[src/crc_checked_frame_deframer_unit_macros.svh]
// ----------------------------------------------------------------------------
// crc checked frame deframer assertion macros
// shared concurrent assertion wrappers, clocked on clk_i, held off in reset
// ----------------------------------------------------------------------------
`ifndef CRC_CHECKED_FRAME_DEFRAMER_UNIT_MACROS_SVH
`define CRC_CHECKED_FRAME_DEFRAMER_UNIT_MACROS_SVH

// same-cycle implication
`define CFD_ASSERT_NOW(lbl, ante, cons, msg) \
  lbl: assert property (@(posedge clk_i) disable iff (!rst_ni) (ante) |-> (cons)) \
    else $error(msg);

// next-cycle implication
`define CFD_ASSERT_NEXT(lbl, ante, cons, msg) \
  lbl: assert property (@(posedge clk_i) disable iff (!rst_ni) (ante) |=> (cons)) \
    else $error(msg);

`endif

[src/cfd_pkg.sv]
// ----------------------------------------------------------------------------
// cfd_pkg
// constants, result codes and byte-wide crc update functions of the deframer
// ----------------------------------------------------------------------------
package cfd_pkg;

  localparam logic [7:0]  SofByte    = 8'hA5;
  localparam logic [7:0]  Crc8PolyR  = 8'h8C;
  localparam logic [7:0]  Crc8Init   = 8'hFF;
  localparam logic [15:0] Crc16PolyR = 16'h8408;
  localparam logic [15:0] Crc16Init  = 16'hFFFF;
  localparam int unsigned WinDepth   = 4;
  localparam int unsigned FailWidth  = 15;
  localparam logic [FailWidth-1:0] FailMax = '1;

  typedef enum logic [1:0] {
    KindPayload = 2'd0,
    KindOk      = 2'd1,
    KindCrcFail = 2'd2,
    KindTrunc   = 2'd3
  } out_kind_e;

  // reflected crc-8, one byte per call
  function automatic logic [7:0] crc8_byte(logic [7:0] crc, logic [7:0] b);
    logic [7:0] c;
    c = crc ^ b;
    for (int k = 0; k < 8; k++) begin
      c = c[0] ? ((c >> 1) ^ Crc8PolyR) : (c >> 1);
    end
    return c;
  endfunction

  // reflected crc-16, one byte per call
  function automatic logic [15:0] crc16_byte(logic [15:0] crc, logic [7:0] b);
    logic [15:0] c;
    c = crc ^ {8'h00, b};
    for (int k = 0; k < 8; k++) begin
      c = c[0] ? ((c >> 1) ^ Crc16PolyR) : (c >> 1);
    end
    return c;
  endfunction

endpackage

[src/crc_checked_frame_deframer_unit.sv]
// ----------------------------------------------------------------------------
// crc_checked_frame_deframer_unit
// sof / crc-8 header / crc-16 frame deframer for a uart byte stream
//   input channel: one item per received byte (op_i = 0) or per line-idle
//   event (op_i = 1), taken when in_valid_i is high and in_stall_o is low
//   output channel: zero or one result item per input item; payload bytes
//   (kind 0) and end-of-frame status (ok, crc failure, truncated by idle)
//   timing: a result item shows on the outputs the cycle after it is taken
//   throughput: one item per cycle while in_stall_o is low; every header crc
//   is kept as running partials over the newest window bytes, so each item
//   costs one crc-8 and one crc-16 byte step per partial
//   stall: the result register holds while out_stall_i is high; the input is
//   stalled only while a held result is still waiting, so a free result
//   register never blocks the input
//   reset: hunting with an empty window, failure count zero, no result held
// ----------------------------------------------------------------------------
module crc_checked_frame_deframer_unit
  import cfd_pkg::*;
(
  input  logic                 clk_i,
  input  logic                 rst_ni,
  // input item channel
  input  logic                 in_valid_i,
  output logic                 in_stall_o,
  input  logic                 op_i,
  input  logic [7:0]           data_byte_i,
  // result item channel
  output logic                 out_valid_o,
  input  logic                 out_stall_i,
  output logic [1:0]           kind_o,
  output logic [7:0]           payload_byte_o,
  output logic [15:0]          byte_index_o,
  output logic [15:0]          command_id_o,
  output logic [7:0]           sequence_res_o,
  output logic [15:0]          payload_length_o,
  output logic [FailWidth-1:0] failure_count_o
);

`include "crc_checked_frame_deframer_unit_macros.svh"

  typedef enum logic [1:0] {
    PhHunt = 2'd0,
    PhCmd  = 2'd1,
    PhPay  = 2'd2,
    PhCrc  = 2'd3
  } phase_e;

  // control state
  phase_e               phase_q, phase_d;
  logic [2:0]           fill_q, fill_d;
  logic [15:0]          cnt_q, cnt_d;
  logic [15:0]          len_q, len_d;
  logic [7:0]           seq_q, seq_d;
  logic [15:0]          cmd_q, cmd_d;
  logic [15:0]          crc16_q, crc16_d;
  logic [7:0]           crc_lo_q, crc_lo_d;
  logic [FailWidth-1:0] fail_q, fail_d;

  // hunt window, oldest byte at index 0, plus crc partials where entry k
  // covers the newest k+1 window bytes
  logic [7:0]  win_q   [WinDepth];
  logic [7:0]  win_d   [WinDepth];
  logic [7:0]  part8_q [WinDepth];
  logic [7:0]  part8_d [WinDepth];
  logic [15:0] part16_q[WinDepth];
  logic [15:0] part16_d[WinDepth];

  // result register
  logic                 out_valid_q, out_valid_d;
  out_kind_e            kind_q;
  logic [7:0]           pbyte_q;
  logic [15:0]          idx_q;
  logic [15:0]          res_cmd_q;
  logic [7:0]           res_seq_q;
  logic [15:0]          res_len_q;
  logic [FailWidth-1:0] res_fail_q;

  logic        accept;
  logic        emit;
  out_kind_e   emit_kind;
  logic [7:0]  emit_byte;
  logic [15:0] emit_idx;
  logic        shift_win;
  logic [15:0] cnt_inc;
  logic        crc_ok;

  // the input waits only while a held result is blocked downstream
  assign in_stall_o = out_valid_q & out_stall_i;
  assign accept     = in_valid_i & ~in_stall_o;
  assign cnt_inc    = cnt_q + 16'd1;
  assign crc_ok     = (crc_lo_q == crc16_q[7:0]) && (data_byte_i == crc16_q[15:8]);

  always_comb begin
    phase_d   = phase_q;
    fill_d    = fill_q;
    cnt_d     = cnt_q;
    len_d     = len_q;
    seq_d     = seq_q;
    cmd_d     = cmd_q;
    crc16_d   = crc16_q;
    crc_lo_d  = crc_lo_q;
    fail_d    = fail_q;
    emit      = 1'b0;
    emit_kind = KindPayload;
    emit_byte = 8'h00;
    emit_idx  = 16'h0000;
    shift_win = 1'b0;

    if (accept) begin
      if (op_i) begin
        // line idle: a partial frame is reported as truncated
        if (phase_q != PhHunt) begin
          if (fail_q != FailMax) fail_d = fail_q + 1'b1;
          emit      = 1'b1;
          emit_kind = KindTrunc;
        end
        phase_d = PhHunt;
        fill_d  = 3'd0;
        cnt_d   = 16'd0;
      end else begin
        unique case (phase_q)
          PhHunt: begin
            if (fill_q < 3'(WinDepth)) begin
              fill_d    = fill_q + 3'd1;
              shift_win = 1'b1;
            end else if (win_q[0] == SofByte && part8_q[WinDepth-1] == data_byte_i) begin
              // header locked: crc-16 covers the whole header incl. crc-8
              crc16_d = crc16_byte(part16_q[WinDepth-1], data_byte_i);
              len_d   = {win_q[2], win_q[1]};
              seq_d   = win_q[3];
              cmd_d   = 16'h0000;
              cnt_d   = 16'd0;
              fill_d  = 3'd0;
              phase_d = PhCmd;
            end else begin
              shift_win = 1'b1;
            end
          end
          PhCmd: begin
            crc16_d = crc16_byte(crc16_q, data_byte_i);
            if (cnt_q == 16'd0) begin
              cmd_d = {8'h00, data_byte_i};
              cnt_d = 16'd1;
            end else begin
              cmd_d   = {data_byte_i, cmd_q[7:0]};
              cnt_d   = 16'd0;
              phase_d = (len_q == 16'd0) ? PhCrc : PhPay;
            end
          end
          PhPay: begin
            crc16_d   = crc16_byte(crc16_q, data_byte_i);
            emit      = 1'b1;
            emit_kind = KindPayload;
            emit_byte = data_byte_i;
            emit_idx  = cnt_q;
            if (cnt_inc == len_q) begin
              cnt_d   = 16'd0;
              phase_d = PhCrc;
            end else begin
              cnt_d = cnt_inc;
            end
          end
          PhCrc: begin
            if (cnt_q == 16'd0) begin
              crc_lo_d = data_byte_i;
              cnt_d    = 16'd1;
            end else begin
              emit      = 1'b1;
              emit_kind = crc_ok ? KindOk : KindCrcFail;
              if (!crc_ok && fail_q != FailMax) fail_d = fail_q + 1'b1;
              phase_d = PhHunt;
              fill_d  = 3'd0;
              cnt_d   = 16'd0;
            end
          end
          default: phase_d = PhHunt;
        endcase
      end
    end
  end

  // new byte enters the window; partial k is partial k-1 grown by the new byte
  always_comb begin
    for (int k = 0; k < WinDepth; k++) begin
      win_d[k]    = win_q[k];
      part8_d[k]  = part8_q[k];
      part16_d[k] = part16_q[k];
    end
    if (shift_win) begin
      for (int k = 0; k < WinDepth - 1; k++) begin
        win_d[k] = win_q[k+1];
      end
      win_d[WinDepth-1] = data_byte_i;
      part8_d[0]        = crc8_byte(Crc8Init, data_byte_i);
      part16_d[0]       = crc16_byte(Crc16Init, data_byte_i);
      for (int k = 1; k < WinDepth; k++) begin
        part8_d[k]  = crc8_byte(part8_q[k-1], data_byte_i);
        part16_d[k] = crc16_byte(part16_q[k-1], data_byte_i);
      end
    end
  end

  always_comb begin
    if (accept) begin
      out_valid_d = emit;
    end else if (!out_stall_i) begin
      out_valid_d = 1'b0;
    end else begin
      out_valid_d = out_valid_q;
    end
  end

  always_ff @(posedge clk_i or negedge rst_ni) begin
    if (!rst_ni) begin
      phase_q     <= PhHunt;
      fill_q      <= 3'd0;
      cnt_q       <= 16'd0;
      len_q       <= 16'd0;
      seq_q       <= 8'h00;
      cmd_q       <= 16'h0000;
      crc16_q     <= Crc16Init;
      crc_lo_q    <= 8'h00;
      fail_q      <= '0;
      out_valid_q <= 1'b0;
    end else begin
      phase_q     <= phase_d;
      fill_q      <= fill_d;
      cnt_q       <= cnt_d;
      len_q       <= len_d;
      seq_q       <= seq_d;
      cmd_q       <= cmd_d;
      crc16_q     <= crc16_d;
      crc_lo_q    <= crc_lo_d;
      fail_q      <= fail_d;
      out_valid_q <= out_valid_d;
    end
  end

  // window and partials are only read once the fill count covers them
  always_ff @(posedge clk_i) begin
    for (int k = 0; k < WinDepth; k++) begin
      win_q[k]    <= win_d[k];
      part8_q[k]  <= part8_d[k];
      part16_q[k] <= part16_d[k];
    end
  end

  // result payload, loaded with every accepted item that makes a result
  always_ff @(posedge clk_i) begin
    if (accept && emit) begin
      kind_q     <= emit_kind;
      pbyte_q    <= emit_byte;
      idx_q      <= emit_idx;
      res_cmd_q  <= cmd_d;
      res_seq_q  <= seq_d;
      res_len_q  <= len_d;
      res_fail_q <= fail_d;
    end
  end

  assign out_valid_o      = out_valid_q;
  assign kind_o           = kind_q;
  assign payload_byte_o   = pbyte_q;
  assign byte_index_o     = idx_q;
  assign command_id_o     = res_cmd_q;
  assign sequence_res_o   = res_seq_q;
  assign payload_length_o = res_len_q;
  assign failure_count_o  = res_fail_q;

  // ---------------------------------------------------------------------------
  // assertions
  // ---------------------------------------------------------------------------
  `CFD_ASSERT_NEXT(a_fail_monotonic, 1'b1, fail_q >= $past(fail_q),
    "failure count went down")
  `CFD_ASSERT_NOW(a_status_no_payload, out_valid_q && kind_q != KindPayload,
    pbyte_q == 8'h00 && idx_q == 16'h0000, "status result carries payload data")
  `CFD_ASSERT_NOW(a_hunt_counter_clear, phase_q == PhHunt, cnt_q == 16'd0,
    "byte counter not clear while hunting")
  `CFD_ASSERT_NOW(a_payload_in_range, phase_q == PhPay, cnt_q < len_q,
    "payload index past frame length")

endmodule
[config.mk]
export PLATFORM = sky130hd
export DESIGN_NAME = crc_checked_frame_deframer_unit
export DESIGN_NICKNAME = d
export VERILOG_FILES = /design/src/cfd_pkg.sv /design/src/crc_checked_frame_deframer_unit.sv
export VERILOG_INCLUDE_DIRS = /design/src /design/src/src
export SDC_FILE = /design/constraint.sdc
export NUM_CORES = 1
export LEC_CHECK = 0
export ABC_AREA = 1
export BUFFER_PORTS_ARGS = -buffer_cell sky130_fd_sc_hd__buf_2
export CAP_MARGIN = 20
export CORE_ASPECT_RATIO = 1.2
export CORE_MARGIN = 2
export CORE_UTILIZATION = 50
export CTS_BUF_LIST = sky130_fd_sc_hd__clkbuf_8
export CTS_CLUSTER_DIAMETER = 150
export DETAILED_ROUTE_END_ITERATION = 7
export PLACE_DENSITY = 0.72
export SETUP_SLACK_MARGIN = 0.15
export SYNTH_ARGS = -nofsm -noshare
export SYNTH_HDL_FRONTEND = slang
export SYNTH_SLANG_ARGS = --single-unit
[constraint.sdc]
create_clock -name clk_i -period 19 [get_ports clk_i]
set_input_delay 2.85 -clock clk_i [delete_from_list [all_inputs] [get_ports clk_i]]
set_output_delay 2.85 -clock clk_i [all_outputs]
set_load 0.01 [all_outputs]
* Yosys cells after proc, flatten, opt, wreduce, memory -nomap -nowiden
Memory sizes are Yosys's and may differ from the RTL's. Index checks and enable logic that the tools add are counted.
Cells by class: bitwise operators 96, add/subtract/negate cells 3, equality and inequality tests 18, magnitude comparators 1, reductions and logical operators 19, muxes and demuxes 145
Operators with widths (count):
- $mux W16 | 64
- $mux W8 | 37
- $not A2 Y3 | 80
- $mux W15 | 7
- $xor A16 B8 Y16 | 5
- $mux W32 | 2
- $mux W64 | 1
- $pmux W16 S2 | 2
- $pmux W16 S3 | 1
- $logic_not A16 Y1 | 2
- $eq A8 B8 Y1 | 3
- $xor A8 B8 Y8 | 3
- $mux W2 | 11
- $add A16 B1 Y16 const B | 1
- $eq A16 B16 Y1 | 1
- $not A8 Y16 | 1
- $add A15 B1 Y15 const B | 1
- $ne A15 B15 Y1 const B | 1
- $ne A3 B3 Y1 const B | 5
- $mux W1 | 13
- $mux W3 | 4
- $eq A8 B8 Y1 const B | 1
- $not A8 Y8 | 1
- $pmux W2 S4 | 1
- 22 further kinds | 34
Storage, ports and cells: flip-flop bits (word level) 182, input port bits 13, bits in writable memories 128, memories kept 3, logic and storage cells 302, output and inout bits 83
Memory list:
- part16_q | depth 4, bits a word 16, rd ports 4, clocked after Yosys merged registers in 0, write ports 4, RTL line crc_checked_frame_deframer_unit.sv:65 | logic [15:0] part16_q[WinDepth];
- part8_q | depth 4, bits a word 8, rd ports 4, clocked after Yosys merged registers in 0, write ports 4, RTL line crc_checked_frame_deframer_unit.sv:63 | logic [7:0] part8_q [WinDepth];
- win_q | depth 4, bits a word 8, rd ports 4, clocked after Yosys merged registers in 0, write ports 4, RTL line crc_checked_frame_deframer_unit.sv:61 | logic [7:0] win_q [WinDepth];

* Depth between registers and ports, before layout
An unclocked memory read counts as a cell.
depth in word-level cells 21, depth in mapped cells 16, depth with buffers taken out 16

* Worst setup path before layout
Ideal clock, no wire load.
path kind input port to flip-flop, start point in out_stall_i, end point mem part16_q[0][10], enable pin, arrival time 9055 ps, path slack 9330 ps, stages 8, buffers on the path 1, data required time 18385 ps, cell sequence nand2_1 inv_2 nor2_2 inv_2 nor2_4 inv_2 clkbuf_1 nor2_1
RTL lines:
- start, declared | RTL line crc_checked_frame_deframer_unit.sv:29 | input logic out_stall_i,
- end, declared | RTL line crc_checked_frame_deframer_unit.sv:65

* Worst setup path after layout
start point in out_stall_i, end point out in_stall_o
Between the ends: cells in the longest elaborated chain, start to end 1
Ends and longest elaborated chain:
- $and A1 B1 Y1 | RTL line crc_checked_frame_deframer_unit.sv:88 | assign in_stall_o = out_valid_q & out_stall_i;
- end, declared | RTL line crc_checked_frame_deframer_unit.sv:24 | output logic in_stall_o,
Every way passes these cells.

==> metrics.cfg <==
[logic_synthesis]
yosys.area.top_type = edfxtp_1
synth.distinct_cells = 46
synth-edff-count = 208
synth_seq_area_share = 0.618
synth_ff_type = edfxtp_1
synthTopCellsByArea = edfxtp_1 (44%), dfrtp_1 (15%), xnor2_1 (7.8%)
yosys_register_bits = 309
syn_area_sq_mm = 0.0142
synth_cells = 1202
post-synth-top-area-fraction = 0.439
async_reset_ff_frac = 0.327
synth_area_per_cell_sq_um = 11.8
yosysWarnings = 0
synth_fp_nets = 1224

[place]
place_hpwl_mm = 20.8
placed_area_sq_mm = 0.0151
place_congestion = 0.904
io_buffers = 95

[critical_path]
crit_path_max_incr_delay_ns = 0.13
crit_chain = buf_2 > nand2_1 > inv_2 > buf_2
critical_path_arrival_ns = 3.20
worstPathMaxFanout = 2
cp_data_required_time_ns = 16.15
crit_path_end_kind = output port
crit_top_cell = buf_2
critPathSlowestCell = buf_2
startpoint_type = primary input
r2r_cells = 9
worstSetupPathType = in -> out

[floorplanning]
dieArea_sq_mm = 0.0298
fp.dieW_um = 158
start_util = 0.508
die_y_um = 189
rows = 67
coreArea_sq_mm = 0.0280
ios = 96

[job]
drv_cap = 0

[timing]
finalClockSkew_ns = 0.0273
period_share = 0.318
hold_viol_final = 0
post-route-min-period_ns = 6.05
tns_ns = 0
slew_violations = 0
setup_viol = 0
rsz0062_at_grt = false
fmax_ghz = 0.165
slew_headroom = 0.322
tightest_slew_ns = 1.02

[grt]
grt_max_degree = 82
grt_pass1_wl_mm = 46.6
grt_usage = 0.203
gr-total-overflow = 0
antenna_found_initial = 0
grt_pass1_vias = 8836

[power]
max-vdd-ir-drop_uv = 67.9
p_leak_nw = 6.46
power_density_mw_per_mm2 = 139

[clock_tree]
clock_latency_ns = 0.58
clkTransAtPathRegs_ns = 0.06
postCtsHoldBufs = 0
numClockSinks = 309
cts_resized = 0
cts_buffers = 48
cts_buffer_depth = 3
root_buffer = clkbuf_8
cts_tree = built
cts_setup_buffers = 0
cts_max_level = 2

[detailed_routing]
route.detailed.drc = 0
wl_per_cell_um = 17.1
dr.pass1.iters = 5
vias = 9016
viasPerCell = 5.17
dr.first_iter.drc_count = 409
wl_mm = 29.8
drtAntennaViolNets = 0

[finish]
mostFrequentLayoutCells = edfxtp_1 (208), nand2_1 (199), xnor2_1 (127)
final_common_cell = edfxtp_1
final_layout_size_suffix_gt1_frac = 0.178
num_antenna_cells = 0
fin_area_sq_mm = 0.0161
syn_to_final_growth_pct = 13.2
final_nets = 1348

[worst_hold_path]
hp-class = reg -> reg
min_delay_path_depth = 0

[run_status]
outcome = finished clean

[cell type report]
cell class              instances  area, sq um
fillers                      2389        11900
flip-flops and latches        309         8790
multi-input cells             765         4930
clock buffers                  57          785
repair buffers                101          523
well taps                     379          474
inverters                     101          379
clock inverters                33          208
[cell usage after synthesis (all sizes together), types with 8 or more instances]
cell,number
edfxtp,208
nand2,203
xnor2,129
inv,99
xor2,97
nor2,86
dfrtp,85
o21ai,58
nand3,51
mux2,24
nand4,24
dfstp,16
clkbuf,15
o22ai,15
a21oi,14
buf,12
o41ai,12
ha,9
nor3,9
nand3b,8
[power breakdown]
group / total [mW] / switching (mW) / leakage [nW] / internal, mW
Sequential: 1.02 / 0.0879 / 3.22 / 0.937
Combinational: 0.657 / 0.393 / 2.66 / 0.264
Clock: 0.561 / 0.259 / 0.573 / 0.303
Total: 2.24 / 0.739 / 6.46 / 1.50
[final timing paths]
kind                             start             to  slack (ns)
max                        out_stall_i     in_stall_o       12.95
min reg2reg                win_q[3][5]    win_q[2][5]        0.44
min                        win_q[3][5]    win_q[2][5]        0.44
max reg2reg                out_valid_o  part8_q[3][4]       15.64
min in group asynchronous       rst_ni       len_q[4]        2.19
max in group asynchronous       rst_ni      cmd_q[13]       15.43
[flip-flops by register name, indices dropped and copies added (netlist names)]
signal,cells
failure_count_o,15
payload_length_o,16
fail_q,15
len_q,16
crc_lo_q,8
crc16_q,16
cnt_q,16
win_q,32
part8_q,32
sequence_res_o,8
out_valid_o,1
phase_q,2
part16_q,63
fill_q,3
cmd_q,16
seq_q,8
kind_o,2
command_id_o,16
payload_byte_o,8
byte_index_o,16
[critical path, delay by kind of cell]
kind          cells  cell delay [ns]
simple gates      1             0.08
buf+inv           3             0.27
[metrics by stage]
step / utilization / setup slack (ns) / hold WS (ns) / std cells / power, mW
6_report: 0.575 / 12.95 / 0.441 / 1745 / 2.24
4_1_cts: 0.575 / 12.95 / 0.442 / 1745 / 2.26
3_3_place_gp: 0.539 / 12.91 / 0.427 / 1655 / 1.68
2_1_floorplan: - / 9.33 / 0.419 / 1202 / 1.53
3_5_place_dp: 0.539 / 12.85 / 0.430 / 1655 / 1.70
5_1_grt: 0.575 / 12.93 / 0.452 / 1745 / 2.37
[cells by family after synthesis]
group	share of synthesized area
xor gates and xnor gates	0.153
buffers and inverters	0.0356
and+or+nand+nor	0.120
DFF	0.618
muxes	0.0197
AOI/OAI and AO/OA	0.0453
adders and majority gates	0.00792
[metal layers]
layer,vias up,GRT usage,share of wire
met3,64,0.0329,0.044
met1,4356,0.245,0.40
met2,244,0.362,0.52
met4,0,0.0773,0.035
li1,4352,-,-
met5,-,0,0
Note: power is estimated with default switching activity, not from simulation.
